### src/hdl/nvrs_pkg.sv
`timescale 1ns / 1ps

package nvrs_pkg;

	localparam int REQ_W       = 4;
	localparam int VAL_W       = 10;
	localparam int GAP_W       = 11;
	localparam int KEY_W       = 11;
	localparam int ACT_W       = 5;
	localparam int CAP_W       = 4;
	localparam int RES_CNT_W   = 4;
	localparam int MAX_RESULTS = 8;
	localparam int TDATA_W     = 16;
	localparam int PAD_W       = TDATA_W - REQ_W - VAL_W;
	localparam int CFG_DATA_W  = 5;
	localparam int REQ_ID_SPACE = 2 ** REQ_W;

	localparam int BOARD_SLOTS_DEF     = 8;
	localparam int REQUESTER_COUNT_DEF = 16;

	localparam logic [CAP_W-1:0]        CAP_RESET       = 4'd8;
	localparam logic [ACT_W-1:0]        REQ_TOTAL_RESET = 5'd16;
	localparam logic signed [KEY_W-1:0] KEY_RESET       = -11'sd1;

	typedef enum logic {
		OP_POST   = 1'b0,
		OP_FINISH = 1'b1
	} op_t;

	typedef enum logic [1:0] {
		ST_SERVED = 2'd0,
		ST_BUSY   = 2'd1,
		ST_FULL   = 2'd2
	} status_t;

	typedef enum logic {
		REG_CAPACITY  = 1'b0,
		REG_REQ_TOTAL = 1'b1
	} cfg_reg_t;

	typedef enum logic [1:0] {
		S_IDLE,
		S_CHECK,
		S_SCAN
	} state_t;

	// running best of the nearest-value search, passed cell to cell
	typedef struct packed {
		logic              found;
		logic [GAP_W-1:0]  gap;
		logic [REQ_W-1:0]  owner;
		logic [VAL_W-1:0]  value;
	} tok_t;

	// broadcast to all cells: owner query, insert payload, remove by owner
	typedef struct packed {
		logic             take;
		logic [REQ_W-1:0] owner;
		logic [VAL_W-1:0] value;
	} bcast_t;

	typedef struct packed {
		logic valid;
		logic hit;
	} cell_sts_t;

	typedef struct packed {
		logic hit;
		logic no_free;
	} board_t;

	typedef struct packed {
		status_t          status;
		logic [REQ_W-1:0] requester;
		logic [VAL_W-1:0] value;
	} res_t;

endpackage

### src/hdl/nearest_value_request_scheduler.sv
`timescale 1ns / 1ps
// Accepts a request, decides post or finish on acceptance, then checks for due serves.
// Each serve lets the best-so-far ripple down the registered cell chain and then pushes
// the result into the pending buffer; serves repeat while more are due.
// Up to 8 results per request; one request in flight at a time, results buffered one deep.
// Reset (arst_n low) empties the board, clears finish flags, sets capacity 8,
// active count min(16, REQUESTER_COUNT) and last served value to -1. No clearing pass.

module nearest_value_request_scheduler #(
	parameter int BOARD_SLOTS     = nvrs_pkg::BOARD_SLOTS_DEF,
	parameter int REQUESTER_COUNT = nvrs_pkg::REQUESTER_COUNT_DEF
) (
	input  logic                            clk,
	input  logic                            arst_n,
	input  logic                            s_tvalid,
	output logic                            s_tready,
	input  logic [nvrs_pkg::TDATA_W-1:0]    s_tdata,   // requester[3:0], request_value[13:4]
	input  logic                            s_tuser,   // operation
	output logic                            m_tvalid,
	input  logic                            m_tready,
	output logic [nvrs_pkg::TDATA_W-1:0]    m_tdata,   // served_requester[3:0], served_value[13:4]
	output logic [1:0]                      m_tuser,   // status
	output logic                            m_tlast,
	input  logic                            cfg_valid,
	output logic                            cfg_ready,
	input  logic                            cfg_index,
	input  logic [nvrs_pkg::CFG_DATA_W-1:0] cfg_data
);

	localparam int CNT_W = $clog2(BOARD_SLOTS + 1);

	nvrs_pkg::tok_t                     tok [BOARD_SLOTS+1];
	nvrs_pkg::cell_sts_t                sts [BOARD_SLOTS];
	nvrs_pkg::bcast_t                   bc;
	nvrs_pkg::board_t                   board;
	logic                               ins;
	logic [CNT_W-1:0]                   cap_eff;
	logic signed [nvrs_pkg::KEY_W-1:0]  key;
	logic [BOARD_SLOTS-1:0]             ins_oh;
	logic [BOARD_SLOTS-1:0]             hit_v;
	logic                               free_seen;

	assign tok[0] = '0;

	// lowest free slot below the capacity
	always_comb begin
		ins_oh    = '0;
		free_seen = 1'b0;
		for (int i = 0; i < BOARD_SLOTS; i++) begin
			hit_v[i] = sts[i].hit;
			if (!free_seen && !sts[i].valid && (i < int'(cap_eff))) begin
				ins_oh[i] = 1'b1;
				free_seen = 1'b1;
			end
		end
	end

	assign board.hit     = |hit_v;
	assign board.no_free = ~|ins_oh;

	nvrs_ctrl #(
		.BOARD_SLOTS     (BOARD_SLOTS),
		.REQUESTER_COUNT (REQUESTER_COUNT)
	) u_ctrl (
		.clk       (clk),
		.arst_n    (arst_n),
		.s_tvalid  (s_tvalid),
		.s_tready  (s_tready),
		.s_tdata   (s_tdata),
		.s_tuser   (s_tuser),
		.m_tvalid  (m_tvalid),
		.m_tready  (m_tready),
		.m_tdata   (m_tdata),
		.m_tuser   (m_tuser),
		.m_tlast   (m_tlast),
		.cfg_valid (cfg_valid),
		.cfg_ready (cfg_ready),
		.cfg_index (cfg_index),
		.cfg_data  (cfg_data),
		.board     (board),
		.tok_end   (tok[BOARD_SLOTS]),
		.bc        (bc),
		.ins       (ins),
		.cap_eff   (cap_eff),
		.key       (key)
	);

	for (genvar g = 0; g < BOARD_SLOTS; g++) begin : g_cell
		nvrs_cell u_cell (
			.clk    (clk),
			.arst_n (arst_n),
			.key    (key),
			.bc     (bc),
			.ins    (ins && ins_oh[g]),
			.tok_i  (tok[g]),
			.tok_o  (tok[g+1]),
			.sts    (sts[g])
		);
	end

endmodule

### src/hdl/nvrs_cell.sv
`timescale 1ns / 1ps

module nvrs_cell (
	input  logic                               clk,
	input  logic                               arst_n,
	input  logic signed [nvrs_pkg::KEY_W-1:0]  key,
	input  nvrs_pkg::bcast_t                   bc,
	input  logic                               ins,
	input  nvrs_pkg::tok_t                     tok_i,
	output nvrs_pkg::tok_t                     tok_o,
	output nvrs_pkg::cell_sts_t                sts
);

	logic                               valid_q;
	logic [nvrs_pkg::VAL_W-1:0]         value_q;
	logic [nvrs_pkg::REQ_W-1:0]         owner_q;
	nvrs_pkg::tok_t                     tok_q;
	logic signed [nvrs_pkg::KEY_W:0]    diff;
	logic [nvrs_pkg::GAP_W-1:0]         gap;
	logic                               better;
	logic                               owner_eq;

	assign owner_eq = (owner_q == bc.owner);
	assign diff     = $signed({2'b00, value_q}) - $signed({key[nvrs_pkg::KEY_W-1], key});
	assign gap      = diff[nvrs_pkg::KEY_W] ? nvrs_pkg::GAP_W'(-diff)
	                                        : nvrs_pkg::GAP_W'(diff);
	// strict compare keeps the lower slot on a tie
	assign better   = valid_q && (!tok_i.found || (gap < tok_i.gap));

	always_ff @(posedge clk or negedge arst_n) begin
		if (!arst_n) begin
			valid_q <= 1'b0;
		end else if (ins) begin
			valid_q <= 1'b1;
		end else if (bc.take && valid_q && owner_eq) begin
			valid_q <= 1'b0;
		end
	end

	always_ff @(posedge clk) begin
		if (ins) begin
			value_q <= bc.value;
			owner_q <= bc.owner;
		end
		if (better) begin
			tok_q.found <= 1'b1;
			tok_q.gap   <= gap;
			tok_q.owner <= owner_q;
			tok_q.value <= value_q;
		end else begin
			tok_q <= tok_i;
		end
	end

	assign tok_o     = tok_q;
	assign sts.valid = valid_q;
	assign sts.hit   = valid_q && owner_eq;

endmodule

### src/hdl/nvrs_ctrl.sv
`timescale 1ns / 1ps

module nvrs_ctrl #(
	parameter int BOARD_SLOTS     = nvrs_pkg::BOARD_SLOTS_DEF,
	parameter int REQUESTER_COUNT = nvrs_pkg::REQUESTER_COUNT_DEF,
	localparam int CNT_W = $clog2(BOARD_SLOTS + 1)
) (
	input  logic                                clk,
	input  logic                                arst_n,
	input  logic                                s_tvalid,
	output logic                                s_tready,
	input  logic [nvrs_pkg::TDATA_W-1:0]        s_tdata,
	input  logic                                s_tuser,
	output logic                                m_tvalid,
	input  logic                                m_tready,
	output logic [nvrs_pkg::TDATA_W-1:0]        m_tdata,
	output logic [1:0]                          m_tuser,
	output logic                                m_tlast,
	input  logic                                cfg_valid,
	output logic                                cfg_ready,
	input  logic                                cfg_index,
	input  logic [nvrs_pkg::CFG_DATA_W-1:0]     cfg_data,
	input  nvrs_pkg::board_t                    board,
	input  nvrs_pkg::tok_t                      tok_end,
	output nvrs_pkg::bcast_t                    bc,
	output logic                                ins,
	output logic [CNT_W-1:0]                    cap_eff,
	output logic signed [nvrs_pkg::KEY_W-1:0]   key
);

	localparam int SCNT_W = (BOARD_SLOTS > 1) ? $clog2(BOARD_SLOTS) : 1;
	localparam int CW     = (CNT_W > nvrs_pkg::ACT_W) ? CNT_W : nvrs_pkg::ACT_W;
	localparam logic [nvrs_pkg::ACT_W-1:0] ACT_RESET =
		(REQUESTER_COUNT < int'(nvrs_pkg::REQ_TOTAL_RESET)) ?
		nvrs_pkg::ACT_W'(REQUESTER_COUNT) : nvrs_pkg::REQ_TOTAL_RESET;

	nvrs_pkg::state_t                       state_q, state_d;
	logic [nvrs_pkg::CAP_W-1:0]             cap_q, cap_d;
	logic [nvrs_pkg::ACT_W-1:0]             act_q, act_d, act_dec;
	logic [CNT_W-1:0]                       occ_q, occ_d;
	logic [nvrs_pkg::REQ_ID_SPACE-1:0]      fin_q, fin_d;
	logic signed [nvrs_pkg::KEY_W-1:0]      key_q, key_d;
	logic [nvrs_pkg::RES_CNT_W-1:0]         n_q, n_d;
	logic [SCNT_W-1:0]                      cnt_q, cnt_d;
	nvrs_pkg::res_t                         pend_q, pend_d;
	logic                                   pend_v_q, pend_v_d;
	nvrs_pkg::res_t                         out_q, out_d;
	logic                                   out_last_q, out_last_d;
	logic                                   out_v_q, out_v_d;

	logic                                   acc;
	logic                                   out_free;
	logic                                   due;
	logic                                   full;
	logic                                   req_known;
	logic                                   owner_known;
	logic [nvrs_pkg::REQ_W-1:0]             req;
	logic [nvrs_pkg::VAL_W-1:0]             val;
	logic [CW-1:0]                          act_x, cap_x, need_x;

	assign req = s_tdata[nvrs_pkg::REQ_W-1:0];
	assign val = s_tdata[nvrs_pkg::REQ_W+nvrs_pkg::VAL_W-1:nvrs_pkg::REQ_W];

	always_comb begin
		if (cap_q == '0) begin
			cap_eff = CNT_W'(1);
		end else if (int'(cap_q) > BOARD_SLOTS) begin
			cap_eff = CNT_W'(BOARD_SLOTS);
		end else begin
			cap_eff = CNT_W'(cap_q);
		end
	end

	assign act_x   = CW'(act_q);
	assign cap_x   = CW'(cap_eff);
	assign need_x  = (act_x < cap_x) ? act_x : cap_x;
	assign due     = (n_q < nvrs_pkg::RES_CNT_W'(nvrs_pkg::MAX_RESULTS)) && (act_q != '0) &&
	                 (occ_q != '0) && (CW'(occ_q) >= need_x);
	assign full    = (occ_q >= cap_eff) || board.no_free;
	assign act_dec = (act_q == '0) ? act_q : act_q - 1'b1;

	assign req_known   = int'(req) < REQUESTER_COUNT;
	assign owner_known = int'(tok_end.owner) < REQUESTER_COUNT;

	assign s_tready  = (state_q == nvrs_pkg::S_IDLE);
	assign acc       = s_tvalid && s_tready;
	assign out_free  = !out_v_q || m_tready;
	assign cfg_ready = 1'b1;

	always_comb begin
		state_d    = state_q;
		cap_d      = cap_q;
		act_d      = act_q;
		occ_d      = occ_q;
		fin_d      = fin_q;
		key_d      = key_q;
		n_d        = n_q;
		cnt_d      = cnt_q;
		pend_d     = pend_q;
		pend_v_d   = pend_v_q;
		out_d      = out_q;
		out_last_d = out_last_q;
		out_v_d    = out_v_q && !m_tready;
		ins        = 1'b0;
		bc.take    = 1'b0;
		bc.owner   = req;
		bc.value   = val;

		case (state_q)
			nvrs_pkg::S_IDLE: begin
				if (acc) begin
					n_d     = '0;
					state_d = nvrs_pkg::S_CHECK;
					if (s_tuser == nvrs_pkg::OP_POST) begin
						if (full || board.hit) begin
							pend_d.status    = full ? nvrs_pkg::ST_FULL : nvrs_pkg::ST_BUSY;
							pend_d.requester = req;
							pend_d.value     = val;
							pend_v_d         = 1'b1;
							n_d              = nvrs_pkg::RES_CNT_W'(1);
						end else begin
							ins   = 1'b1;
							occ_d = occ_q + CNT_W'(1);
						end
					end else if (req_known && !fin_q[req]) begin
						fin_d[req] = 1'b1;
						if (!board.hit) begin
							act_d = act_dec;
						end
					end
				end
			end
			nvrs_pkg::S_CHECK: begin
				if (!pend_v_q || out_free) begin
					if (pend_v_q) begin
						out_d      = pend_q;
						out_last_d = !due;
						out_v_d    = 1'b1;
						pend_v_d   = 1'b0;
					end
					cnt_d   = '0;
					state_d = due ? nvrs_pkg::S_SCAN : nvrs_pkg::S_IDLE;
				end
			end
			nvrs_pkg::S_SCAN: begin
				bc.owner = tok_end.owner;
				if (cnt_q == SCNT_W'(BOARD_SLOTS - 1)) begin
					bc.take          = 1'b1;
					pend_d.status    = nvrs_pkg::ST_SERVED;
					pend_d.requester = tok_end.owner;
					pend_d.value     = tok_end.value;
					pend_v_d         = 1'b1;
					key_d            = $signed({1'b0, tok_end.value});
					occ_d            = occ_q - CNT_W'(1);
					n_d              = n_q + nvrs_pkg::RES_CNT_W'(1);
					if (owner_known && fin_q[tok_end.owner]) begin
						act_d = act_dec;
					end
					state_d = nvrs_pkg::S_CHECK;
				end else begin
					cnt_d = cnt_q + SCNT_W'(1);
				end
			end
			default: begin
				state_d = nvrs_pkg::S_IDLE;
			end
		endcase

		if (cfg_valid && cfg_ready) begin
			case (cfg_index)
				nvrs_pkg::REG_CAPACITY: begin
					cap_d = cfg_data[nvrs_pkg::CAP_W-1:0];
				end
				nvrs_pkg::REG_REQ_TOTAL: begin
					act_d = (int'(cfg_data) > REQUESTER_COUNT) ?
					        nvrs_pkg::ACT_W'(REQUESTER_COUNT) : cfg_data[nvrs_pkg::ACT_W-1:0];
				end
				default: begin
					cap_d = cap_q;
				end
			endcase
		end
	end

	always_ff @(posedge clk or negedge arst_n) begin
		if (!arst_n) begin
			state_q <= nvrs_pkg::S_IDLE;
		end else begin
			state_q <= state_d;
		end
	end

	always_ff @(posedge clk or negedge arst_n) begin
		if (!arst_n) begin
			cap_q    <= nvrs_pkg::CAP_RESET;
			act_q    <= ACT_RESET;
			occ_q    <= '0;
			fin_q    <= '0;
			key_q    <= nvrs_pkg::KEY_RESET;
			n_q      <= '0;
			cnt_q    <= '0;
			pend_v_q <= 1'b0;
			out_v_q  <= 1'b0;
		end else begin
			cap_q    <= cap_d;
			act_q    <= act_d;
			occ_q    <= occ_d;
			fin_q    <= fin_d;
			key_q    <= key_d;
			n_q      <= n_d;
			cnt_q    <= cnt_d;
			pend_v_q <= pend_v_d;
			out_v_q  <= out_v_d;
		end
	end

	always_ff @(posedge clk) begin
		pend_q     <= pend_d;
		out_q      <= out_d;
		out_last_q <= out_last_d;
	end

	assign key      = key_q;
	assign m_tvalid = out_v_q;
	assign m_tdata  = {{nvrs_pkg::PAD_W{1'b0}}, out_q.value, out_q.requester};
	assign m_tuser  = out_q.status;
	assign m_tlast  = out_last_q;

endmodule

### config.mk
export PLATFORM = sky130hd
export DESIGN_NAME = nearest_value_request_scheduler
export DESIGN_NICKNAME = d
export VERILOG_FILES = /design/src/hdl/nvrs_pkg.sv /design/src/hdl/nearest_value_request_scheduler.sv /design/src/hdl/nvrs_cell.sv /design/src/hdl/nvrs_ctrl.sv
export SDC_FILE = /design/constraint.sdc
export NUM_CORES = 1
export LEC_CHECK = 0
export BUFFER_PORTS_ARGS = -buffer_cell sky130_fd_sc_hd__buf_2
export CELL_PAD_IN_SITES_DETAIL_PLACEMENT = 1
export CELL_PAD_IN_SITES_GLOBAL_PLACEMENT = 1
export CORE_ASPECT_RATIO = 1.75
export CORE_UTILIZATION = 40
export DETAILED_ROUTE_END_ITERATION = 12
export PLACE_DENSITY = 0.77
export RECOVER_POWER = 25
export SYNTH_ARGS = -nofsm -noshare
export SYNTH_HDL_FRONTEND = slang
export SYNTH_HIERARCHICAL = 1
export SYNTH_SLANG_ARGS = --single-unit
### constraint.sdc
create_clock -name clk -period 5.4 [get_ports clk]
set_input_delay 0.54 -clock clk [delete_from_list [all_inputs] [get_ports clk]]
set_output_delay 0.54 -clock clk [all_outputs]
set_load 0.01 [all_outputs]
Yosys cells after proc, flatten, opt, wreduce, memory -nomap -nowiden
Index checks and enable logic that the tools add are counted.

Output and inout bits: 22. Input bits: 28. Bits in registers: 400. Logic and storage cells: 368.

Muxes and demuxes: 105. Bitwise gates (word level): 3. Reduce and logical (&&, ||, !) cells: 126. Add/subtract/negate cells: 21. Magnitude comparators: 24. Equality and inequality tests: 18.

Operator list (count): 25-bit two-way mux (6); 11-bit by 11-bit subtractor with 12-bit output (8); 11-bit two-way mux (8); 11-bit negation (8); 11-bit less-than comparator (7); 16-bit two-way mux (4); 1-bit logical AND (60); 5-bit two-way mux (12); 1-bit two-way mux (47); 4-bit two-way mux (9); 4-bit == test (8); 16-bit one-hot mux with 2 select lines (1); 1-bit logical NOT (27); 26-bit two-way mux (1); 2-bit nonzero test (10); 3-bit by 4-bit less-than comparator with 1-bit output, first input constant (4); 16-bit OR (1); 4-bit one-hot mux with 2 select lines (2); 8-bit OR reduction (2); 14-bit two-way mux (1); 3-bit AND reduction (4); 1-bit logical OR (11); 4-bit by 5-bit less-than comparator with 1-bit output, second input constant (2); 2-bit two-way mux (5); other kinds (36) (49).

Logic depth before layout (Yosys ltp)
Gate-level depths: netlist (run 1).

Word-level depth: 44. Gate-level depth with buffers: 19. Gate-level depth less buffers: 19.

Modules after synthesis
Netlist (run 1), hierarchy kept.

By module, submodules not included: nvrs_cell at g_cell[1].u_cell ... (instances 5, area each 2453.6 µm², cells an instance 238, seq. area each 965.9 µm²); nvrs_cell at g_cell[0].u_cell ... (instances 3, area each 2482.4 µm², cells an instance 229, seq. area each 965.9 µm²); nvrs_ctrl (instances 1, area each 4384.2 µm², cells an instance 407, seq. area each 2283.4 µm²); nearest_value_request_scheduler (instances 1, area each 266.5 µm², cells an instance 35, seq. area each 0.0 µm²).

Least setup slack after synthesis (run 1)
OpenSTA, ideal clock, no wires.

Path kind: register -> register. From: reg u_ctrl.state_q[0]. To: reg g_cell[2].u_cell/owner_q[0] (netlist bit), enable pin. Library setup time: 0.468 ns. Buffers on the path: 2. Clock period less this slack: 5.670 ns. Setup slack: -0.270 ns. Required time: 4.932 ns. Data arrival time: 5.202 ns. Cell stages (with the launch flop): 17. Cells stage by stage: dfrtp_1 > inv_1 > nand2_1 > inv_1 > clkbuf_1 > nand2_1 > nand2_1 > buf_4 > xor2_1 > nor4_1 > and2_1 > nor4_1 > nand2_1 > a211o_1 > nor3_1 > o21ai_2 > a2111oi_0.

RTL lines: start: declaration (line nvrs_ctrl.sv:37) `nvrs_pkg::state_t state_q, state_d;`; start signal: assignment (line nvrs_ctrl.sv:187) `state_q <= nvrs_pkg::S_IDLE;`; start signal: assignment (line nvrs_ctrl.sv:189) `state_q <= state_d;`; end signal: assignment (line nvrs_cell.sv:43) `owner_q <= bc.owner;`; end: declaration (line nvrs_cell.sv:16) `logic [nvrs_pkg::REQ_W-1:0] owner_q;`.

Final worst setup path (run 1)
From: reg u_ctrl.key_q (netlist bit u_ctrl/key[0]). To: reg g_cell[2].u_cell.tok_q (netlist bit g_cell[2].u_cell/tok_o[24]).

Longest elaborated chain between the ends: 7.

RTL lines: start: declaration (line nvrs_ctrl.sv:42) `logic signed [nvrs_pkg::KEY_W-1:0] key_q, key_d;`; start signal: assignment (line nvrs_ctrl.sv:199) `key_q <= nvrs_pkg::KEY_RESET;`; start signal: assignment (line nvrs_ctrl.sv:209) `key_q <= key_d;`; 11-bit by 11-bit subtractor with 12-bit output * (line nvrs_cell.sv:24) `assign diff = $signed({2'b00, value_q}) - $signed({key[nvrs_pkg::KEY_W-1], key});`; 11-bit negation (line nvrs_cell.sv:25) `assign gap = diff[nvrs_pkg::KEY_W] ? nvrs_pkg::GAP_W'(-diff)`; 11-bit two-way mux * (line nvrs_cell.sv:25); 11-bit less-than comparator (line nvrs_cell.sv:28) `assign better = valid_q && (!tok_i.found || (gap < tok_i.gap));`; 1-bit logical OR (line nvrs_cell.sv:28); 1-bit logical AND (line nvrs_cell.sv:28); 25-bit two-way mux * (line nvrs_cell.sv:45) `if (better) begin`; end signal: assignment (line nvrs_cell.sv:51) `tok_q <= tok_i;`; end: declaration (line nvrs_cell.sv:17) `nvrs_pkg::tok_t tok_q;`.

Mark *: on every way between the ends. The rest lies on a longest branch, timed or not. A chain may end at the register's enable or synchronous reset.

==> flow_summary.yaml, run 1 <==
run_status:
  status: "finished, violations left"
  violations: "max-capacitance violations, max-slew violations"
floorplan:
  rows: 118
  die_area_um2: 60880
  die_y_um: 325.7
  core-area_um2: 59200
  die_w_um: 186.9
  start_util_pct: 40.44
  ios: 50
clocking:
  cts-root-buf: "clkbuf_16"
  cts_buffers: 37
  clk_pin_slew_ps: 70
  cts_sinks: 400
  tritoncts: "built"
  ctsHtreeMaxLevel: 2
  cts_buffer_depth: 3
  insertion_delay_ps: 580
logic_synthesis:
  synth.avg_cell_area_um2: 10.49
  synthCells: 2283
  syn_area_um2: 23940
  yosysWarningCount: 6
setup_path:
  crit_chain: "ha_1 -> inv_1 -> fa_1 -> a211o_1 -> o21ai_1 -> xor2_1 -> nand4b_1 -> nor4b_4 -> nor2_1 -> xor2_1 -> ha_1 -> o21a_1 -> o211ai_1 -> nor4_1 -> a2bb2oi_2 -> buf_12 -> nor2_1 -> a221oi_1 -> o41ai_1"
  worstPathMaxFanout: 24
  crit_arrival_ps: 5630
  start_kind: "register"
  criticalPathCategory: "register to register"
  cpMaxStageDelayCell: "dfstp_4"
  end_kind: "register"
  slowest_delay_ps: 760
  critPathRequiredTime_ps: 5810
job:
  drv_cap: 1
drt:
  ant_nets: 0
  routedWlPerCell_um: 22.25
  totalWireLength_mm: 70.82
  drt_iter0_markers: 811
  route.detailed.drc: 0
  vias: 17990
  first_pass_iters: 5
  via_per_inst: 5.652
cells_and_area:
  synthToLayoutAreaGrowth_pct: 10.95
  fin_util_pct: 44.87
  stdcell_area_um2: 26560
  drive_gt1_share_pct: 18.31
  layout.nets: 2596
  diodes: 0
timing:
  drv_slew: 60
  slew_headroom_pct: -140.3
  final-setup-viol-count: 0
  tns_ps: 0
  fmax_mhz: 191.5
  min_period_ps: 5222
  grt_setup_unrepaired: "no"
  fin_skew_ps: 29.85
  hold_viol_final: 0
  worstMarginPinSlew_ps: 3605
  period_share_pct: 96.70
power_and_ir_drop:
  ir_drop_mv: 0.3260
  leakage_nw: 10.83
  p_total_mw: 14.46
  p_per_area_nw_per_um2: 544.2
grt:
  grt_pass1_vias: 19830
  gr-usage-all-layers_pct: 23.27
  antenna_found_initial: 1
  met3_usage_pct: 2.144
  gr-usage-met1_pct: 21.77
  grt-ovfl-total: 0
  grtUsageMet2_pct: 47.13
  grt_max_degree: 60
  busiest_layer: "met2"
  grt_pass1_wl_mm: 110.7
placement:
  place_congestion: 0.8881
  dpl.hpwl_mm: 54.62
  io_buffer_count: 44
  place_area_um2: 25230
worst_hold_path:
  min_path_type: "input pin to register"
==> path summary, 6_finish.rpt <==
kind,startpoint,endpoint,slack (ps),cells past startpoint
max,u_ctrl/key[0]$_DFFE_PN1P_,g_cell[2].u_cell/tok_o[24]$_DFF_P_,180,19
min,cfg_data[2],u_ctrl/cap_q[2]$_DFFE_PN0P_,220,2
max reg2reg,u_ctrl/key[0]$_DFFE_PN1P_,g_cell[2].u_cell/tok_o[24]$_DFF_P_,180,19
min reg2reg,u_ctrl/pend_q[10]$_DFFE_PP_,u_ctrl/m_tdata[0]$_DFFE_PP_,420,0
max in group asynchronous,arst_n,u_ctrl/cap_q[0]$_DFFE_PN0P_,2050,2
min in group asynchronous,arst_n,g_cell[3].u_cell/valid_q$_DFFE_PN0P_,1330,2
==> placed cells by master, fill, tap and decap left out, types with 34 or more instances in the layout <==
| cell | instances |
|---|---|
| inv_1 | 223 |
| dfxtp_1 | 196 |
| ha_1 | 185 |
| nand2_1 | 164 |
| mux2_2 | 163 |
| edfxtp_1 | 145 |
| nor2_1 | 121 |
| xor2_1 | 90 |
| a21oi_1 | 75 |
| nor3_1 | 57 |
| dfrtp_1 | 46 |
| clkbuf_16 | 40 |
| conb_1 | 40 |
| xnor2_1 | 40 |
| buf_4 | 36 |
| buf_2 | 34 |
==> critical path, delay by kind of cell (launching register included) <==
family | cells | cell delay (ps)
xor gates and xnor gates | 2 | 540
DFF | 1 | 760
buffers and inverters | 2 | 260
AOI/OAI and AO/OA | 7 | 1320
adders and majority gates | 3 | 910
and+or+nand+nor | 5 | 1250
==> power breakdown <==
group / leakage (nW) / internal, mW / switching (mW)
logic: 6.54 / 3.05 / 3.66
clock network: 0.630 / 1.59 / 1.25
registers: 3.66 / 4.17 / 0.728
==> state kept, by name (all words and copies together) (netlist names) <==
signal                 flops
u_ctrl/fin_q              16
g_cell.u_cell/owner_q     32
u_ctrl/pend_v_q            1
u_ctrl/cap_q               4
g_cell.u_cell/value_q     80
u_ctrl/m_tvalid            1
u_ctrl/key                11
u_ctrl/state_q             2
g_cell.u_cell/tok_o      196
u_ctrl/m_tuser             2
g_cell.u_cell/valid_q      8
u_ctrl/n_q                 4
u_ctrl/cnt_q               3
u_ctrl/m_tdata            14
u_ctrl/m_tlast             1
u_ctrl/act_q               5
u_ctrl/pend_q             16
u_ctrl/occ_q               4
==> layer usage <==
metal | vias to the layer above | share of wire, %
met5 | - | 0
met3 | 210 | 2.3
li1 | 8400 | -
met4 | 0 | 6.7
met2 | 349 | 57
met1 | 9030 | 34
==> final cells by class <==
type	count	area, um^2
timing repair buffer	85	561.8
clock buffer	45	1030
multi-input combinational	1622	13080
clock inverter	23	282.8
tap	780	975.9
fill	6493	32640
sequential	400	9778
inverter	228	855.8
==> timing repair <==
| item | in CTS | in global routing |
|---|---|---|
| setup buffers | 0 | 3 |
| hold endpoints to repair | 0 | 0 |
| hold buffers | 0 | 0 |
| endpoints found under the setup margin | 0 | 41 |
| gates resized for setup | 0 | 3 |
==> stage by stage <==
step	hold WS [ps]	setup slack, ps	cells
after floorplan	244.4	431.1	2320
after global placement	394.8	204.5	3112
after detailed placement	408.4	96.47	3112
after CTS	190.5	79.28	3180
after global routing	219.8	9.615	3183
final	222.6	178.0	3183
No activity file was read; power rests on OpenSTA's default activity.
==> run 2: changes to the inputs <==
--- a/config.mk
+++ b/config.mk
@@ -13,6 +13,7 @@
 export DETAILED_ROUTE_END_ITERATION = 12
 export PLACE_DENSITY = 0.77
 export RECOVER_POWER = 25
+export REMOVE_ABC_BUFFERS = 1
 export SYNTH_ARGS = -nofsm -noshare
 export SYNTH_HDL_FRONTEND = slang
 export SYNTH_HIERARCHICAL = 1
==> run 2 against run 1 <==
  * The run still ends with max-capacitance violations, max-slew violations left
  * Via count shrank 0.74%
  * Routed wire length grew 0.33%
  * Core utilization shrank 0.051 points
  * Fmax grew 1.5%
  * Sequential share of layout area is essentially flat
  * Critical path depth shrank 2
  * Non-clock buffer count grew 1
  * Register-to-register slack gained 80 ps
  * Critical path type unchanged
  * Critical endpoint unchanged
==> flow_summary.yaml, run 2 (synthesis results as in run 1) <==
run_status:
  status: "finished, violations left"
  violations: "max-capacitance violations, max-slew violations"
cells_and_area:
  diodes: 0
  final_cell_mix: "223 x inv_1, 196 x dfxtp_1, 185 x ha_1"
  mostFrequentLayoutCell: "inv_1"
  drive_gt1_share_pct: 18.41
  layout.nets: 2598
  synthToLayoutAreaGrowth_pct: 10.82
  largest_reg_flops: 196
worst_hold_path:
  min_path_type: "input pin to register"
job:
  drv_cap: 1
power_and_ir_drop:
  p_per_area_nw_per_um2: 541.0
  ir_drop_mv: 0.2736
  p_sw_share_pct: 39.16
  seqPwrFrac_pct: 34.2
  leakage_nw: 10.82
  intPower_mw: 8.734
  p_switching_mw: 5.622
  power_frac_clock_pct: 19.6
  comb_power_share_pct: 46.3
grt:
  antenna_found_initial: 0
  grt_pass1_wl_mm: 110.3
  grt-ovfl-total: 0
  gr-usage-all-layers_pct: 23.31
  grt_max_degree: 60
  grt_pass1_vias: 19680
clocking:
  cts-root-buf: "clkbuf_16"
  insertion_delay_ps: 580
  ctsHoldBuffers: 0
  cts_sinks: 400
  cts_buffer_depth: 3
  clk_pin_slew_ps: 70
  cts_buffers: 38
  tritoncts: "built"
  ctsHtreeMaxLevel: 2
timing:
  fin_ws_ps: 254.1
  slew_headroom_pct: -134.4
  holdWs_ps: 210.8
  final-setup-viol-count: 0
  fin_skew_ps: 30.54
  grt_setup_unrepaired: "no"
  hold_viol_final: 0
  drv_slew: 60
  min_period_ps: 5146
  worstMarginPinSlew_ps: 3516
  period_share_pct: 95.29
  fmax_mhz: 194.3
drt:
  via_per_inst: 5.605
  drt_iter0_markers: 788
  totalWireLength_mm: 71.05
  route.detailed.drc: 0
  first_pass_iters: 5
  routedWlPerCell_um: 22.30
  vias: 17860
  ant_nets: 0
setup_path:
  crit_arrival_ps: 5570
  cp-startpoint: "u_ctrl/key[1]$_DFFE_PN1P_"
  end_kind: "register"
  worstPathMaxFanout: 26
  criticalPathCategory: "register to register"
  r2r_slack_ps: 250
  reg2reg_from: "u_ctrl/key[1]$_DFFE_PN1P_"
  start_kind: "register"
  r2r_end: "g_cell[2].u_cell/tok_o[24]$_DFF_P_"
  critPathCapture: "g_cell[2].u_cell/tok_o[24]$_DFF_P_"
  reg2regPathDepth: 17
  critPathRequiredTime_ps: 5820
placement:
  io_buffer_count: 44
  place_congestion: 0.8690
  dpl.hpwl_mm: 54.78
  dp_slack_ps: 287.7
floorplan:
  die_y_um: 325.7
  core-area_um2: 59200
  start_util_pct: 40.44
  ios: 50
  die_area_um2: 60880
  die_w_um: 186.9
  rows: 118
-- run 2: changes by cell type in the layout (fill, tap and decap cells not counted), sizes merged --
cell    delta
clkbuf     +3
bufinv     -2
inv        +2
buf        +1
clkinv     -1
-- run 2: through the flow --
| stage | utilization [%] | setup TNS, ps | cell area [um^2] | power, mW | std cells |
|---|---|---|---|---|---|
| 3_3_place_gp | 42.65 | 0 | 25250 | 11.18 | 3116 |
| 5_1_grt | 44.82 | 0 | 26530 | 15.23 | 3186 |
| 3_5_place_dp | 42.65 | 0 | 25250 | 11.54 | 3116 |
| 4_1_cts | 44.84 | 0 | 26550 | 14.47 | 3186 |
| 6_report | 44.82 | 0 | 26530 | 14.36 | 3186 |
| 2_1_floorplan | - | -11230 | 23650 | 9.332 | 2250 |
-- run 2: power by group through the flow --
stage               registers [mW]  logic (mW)  clock network (mW)
floorplan                     4.55        4.78                   0
detailed placement            4.95        6.58                   0
CTS                           4.91        6.69                2.87
global placement              4.92        6.27                   0
finish                        4.91        6.64                2.81
global route                  4.98        7.30                2.95
-- run 2: what timing repair did --
item,4_1_cts,5_1_grt
setup endpoints to repair,0,15
resized for setup,0,1
setup buffers,0,0
-- run 2: cell type report --
type                    instances  area (um^2)
fillers                      6511        32670
multi-input cells            1622        13070
flip-flops and latches        400         9774
clock buffers                  48         1072
well taps                     780        975.9
inverters                     228        855.8
repair buffers                 86        556.8
clock inverters                22        226.5
-- run 2: worst max-delay path, stage by stage, from the launching register on --
cell       delay (ps)
dfstp_2           790
inv_1             160
fa_1              490
a211o_1           330
a2111oi_0         470
nand3b_1          310
nor4b_4            90
buf_4             150
a32o_1            220
a211o_1           270
ha_1              310
o211ai_1          120
nor4_1            350
a2bb2oi_2         220
buf_12            200
nor2_1             70
a221oi_1          280
o41ai_1           130
-- run 2: per-layer routing --
layer	share of wire (%)	global-route usage, %	wire length [um]	up-vias
li1	-	-	-	8409
met1	34	21.67	24360	8931
met2	57	47.28	40330	313
met3	2.1	2.090	1483	203
met4	6.9	15.27	4878	0
met5	0	0	0	-
-- run 2: worst min-delay path by stage --
stage                                           start                              endpoint  slack [ps]  cells past startpoint
global route                              cfg_data[3]           u_ctrl/cap_q[3]$_DFFE_PN1P_         220                      3
detailed placement  g_cell[7].u_cell/tok_o[9]$_DFF_P_             u_ctrl/key[9]$_DFFE_PN1P_         400                      2
CTS                                       cfg_data[3]           u_ctrl/cap_q[3]$_DFFE_PN1P_         180                      3
floorplan                                      arst_n  g_cell[0].u_cell/valid_q$_DFFE_PN0P_         240                      0
finish                                    cfg_data[3]           u_ctrl/cap_q[3]$_DFFE_PN1P_         210                      3
global placement    g_cell[7].u_cell/tok_o[9]$_DFF_P_             u_ctrl/key[9]$_DFFE_PN1P_         390                      2
==> run 3: changes to the inputs <==
--- a/config.mk
+++ b/config.mk
@@ -14,7 +14,7 @@
 export PLACE_DENSITY = 0.77
 export RECOVER_POWER = 25
 export REMOVE_ABC_BUFFERS = 1
+export SKIP_LAST_GASP = 1
 export SYNTH_ARGS = -nofsm -noshare
 export SYNTH_HDL_FRONTEND = slang
-export SYNTH_HIERARCHICAL = 1
 export SYNTH_SLANG_ARGS = --single-unit
==> run 3 against run 2 <==
  * The flow still finishes with violations (max-capacitance violations, max-slew violations)
  * Clock skew fell by 15 ps
  * Via count is 8.3% lower
  * Cell area fell by 8.0%
  * Sequential power shrank 2%
  * Critical endpoint is now g_cell[2].u_cell.tok_o[12]$_DFF_P_
  * Largest cell class unchanged
==> flow_summary.yaml, run 3 <==
run_status:
  status: "finished, violations left"
  violations: "max-capacitance violations, max-slew violations"
logic_synthesis:
  synth_compound_area_share_pct: 13.80
  yosys.area.top_type: "edfxtp_1"
  yosysMostFrequentCell: "dfxtp_1"
  synth.avg_cell_area_um2: 10.66
  async_reset_ff_share_pct: 14.75
  yosys-top-cells-count: "196 x dfxtp_1, 175 x ha_1, 155 x mux2_2"
  yosysWarningCount: 0
  synth_xor_area_share_pct: 5.513
  syn_area_um2: 21920
  synth_enable_flop_cells: 145
  yosysTopAreaCellShare_pct: 19.86
  yosys.area_share.simple_pct: 11.52
  ys.flop_type: "dfxtp_1"
  yosys.area_share.adder_pct: 10.81
  synthTopCellsByArea: "edfxtp_1 20%, dfxtp_1 18%, ha_1 10%"
  synthCells: 2057
  synth_cell_types: 92
  synthMuxAreaShare_pct: 10.03
  synth_top_family_by_area: "compound AO/OA/AOI/OAI gates"
  yosysSeqAreaShare_pct: 44.57
  ys_ff_latch: 400
placement:
  io_buffer_count: 44
  dpl.hpwl_mm: 51.74
  place_congestion: 0.8836
timing:
  drv_slew: 60
  fin_skew_ps: 16.02
  worstMarginPinSlew_ps: 3674
  grt_setup_unrepaired: "no"
  slew_headroom_pct: -144.9
  period_share_pct: 95.74
  min_period_ps: 5170
  hold_viol_final: 0
  tns_ps: 0
  holdWs_ps: 225.5
  fmax_mhz: 193.4
  final-setup-viol-count: 0
power_and_ir_drop:
  p_per_area_nw_per_um2: 559.5
  leakage_nw: 9.814
  ir_drop_mv: 0.3722
cells_and_area:
  largest_reg_flops: 196
  regArea_um2: 9771
  final_cell_mix: "196 x dfxtp_1, 175 x ha_1, 155 x mux2_2"
  fin_util_pct: 45.09
  layout.nets: 2340
  synthToLayoutAreaGrowth_pct: 11.37
  diodes: 0
  drive_gt1_share_pct: 16.70
  fillers: 5921
  multi_input_area_um2: 11390
  mostFrequentLayoutCell: "dfxtp_1"
worst_hold_path:
  min_path_type: "input pin to register"
drt:
  drt_iter0_markers: 832
  met2_length_mm: 37.94
  via_per_inst: 5.754
  wl_met1_mm: 22.42
  ant_nets: 0
  dr_wl_met3_mm: 1.499
  maxUsedRoutingLayer: "met4"
  first_pass_iters: 5
  routedWlPerCell_um: 23.63
  route.detailed.drc: 0
  vias: 16380
  totalWireLength_mm: 67.25
setup_path:
  r2r_slack_ps: 230
  end_kind: "register"
  start_kind: "register"
  critPathRequiredTime_ps: 5850
  criticalPathCategory: "register to register"
  crit_arrival_ps: 5620
  worstPathMaxFanout: 23
floorplan:
  ios: 50
  die_area_um2: 55780
  rows: 113
  die_y_um: 311.7
  start_util_pct: 40.49
  core-area_um2: 54150
  die_w_um: 179.0
clocking:
  ctsHtreeMaxLevel: 2
  cts-root-buf: "clkbuf_16"
  insertion_delay_ps: 570
  postCtsSetupBuffers: 0
  cts_buffers: 36
  cts_sinks: 400
  ctsHoldBuffers: 0
  cts_resized: 0
  clk_pin_slew_ps: 70
  cts_buffer_depth: 3
  tritoncts: "built"
grt:
  gr-usage-all-layers_pct: 24.48
  grt_max_degree: 60
  antenna_found_initial: 1
  grt_pass1_vias: 17890
  grt_pass1_wl_mm: 102.7
  grt-ovfl-total: 0
job:
  drv_cap: 1
==> run 3: stage by stage <==
| stage | instance area (um^2) | total power [mW] | worst slack, ps | instances |
|---|---|---|---|---|
| 2_1_floorplan | 21690 | 8.748 | -382.1 | 2004 |
| 3_3_place_gp | 23160 | 10.49 | 268.7 | 2780 |
| 3_5_place_dp | 23160 | 10.84 | 154.1 | 2780 |
| 4_1_cts | 24420 | 13.73 | 123.9 | 2846 |
| 5_1_grt | 24420 | 14.44 | 5.910 | 2846 |
| 6_report | 24420 | 13.66 | 230.0 | 2846 |
==> run 3: layout make-up <==
class / count / share of cell area, %
Multi-Input combinational cell: 1450 / 46.63
Sequential cell: 400 / 40.02
Clock buffer: 47 / 3.941
Tap cell: 690 / 3.536
Inverter: 154 / 2.378
Timing Repair Buffer: 86 / 2.280
Clock inverter: 19 / 1.220
==> run 3: metal layers <==
metal  vias to the layer above  GRT usage, %
li1                       7588             -
met2                       364         47.94
met1                      8223         22.70
met5                         -             0
met3                       201         2.233
met4                         0         17.66
==> run 3: cell families after synthesis <==
| family | after synthesis |
|---|---|
| muxes | 184 |
| AOI/OAI and AO/OA | 442 |
| adders and majority gates | 184 |
| xor gates and xnor gates | 138 |
| and+or+nand+nor | 499 |
| other | 2 |
| buffers and inverters | 208 |
| DFF | 400 |
==> run 3: where the power goes <==
group / total (mW) / leakage [nW] / internal, mW / switching, mW
Sequential: 4.80 / 3.65 / 4.14 / 0.660
Combinational: 6.06 / 5.55 / 2.77 / 3.29
Clock: 2.81 / 0.612 / 1.61 / 1.19
==> run 3: final timing paths <==
| kind | from | end | cells after the start |
|---|---|---|---|
| setup / recovery | u_ctrl.key[0]$_DFFE_PN1P_ | g_cell[2].u_cell.tok_o[12]$_DFF_P_ | 17 |
| hold / removal | cfg_data[3] | u_ctrl.cap_q[3]$_DFFE_PN1P_ | 3 |
| setup reg to reg | u_ctrl.key[0]$_DFFE_PN1P_ | g_cell[2].u_cell.tok_o[12]$_DFF_P_ | 17 |
| hold reg to reg | u_ctrl.pend_q[10]$_DFFE_PP_ | u_ctrl.m_tdata[0]$_DFFE_PP_ | 0 |
| max in group asynchronous | arst_n | u_ctrl.cap_q[2]$_DFFE_PN0P_ | 2 |
| min in group asynchronous | arst_n | u_ctrl.fin_q[10]$_DFFE_PN0P_ | 2 |
==> run 3: worst max-delay path, cell delays in order (launching register included) <==
cell	delay (ps)
dfstp_2	530
ha_1	170
inv_1	60
fa_1	410
a21o_1	200
a211o_1	320
a2111o_1	490
a21o_1	200
a2111oi_2	330
or4b_1	490
a21boi_1	250
nor2_1	80
ha_1	270
or2_2	290
a21boi_1	220
a21o_1	160
buf_12	200
mux2_2	370
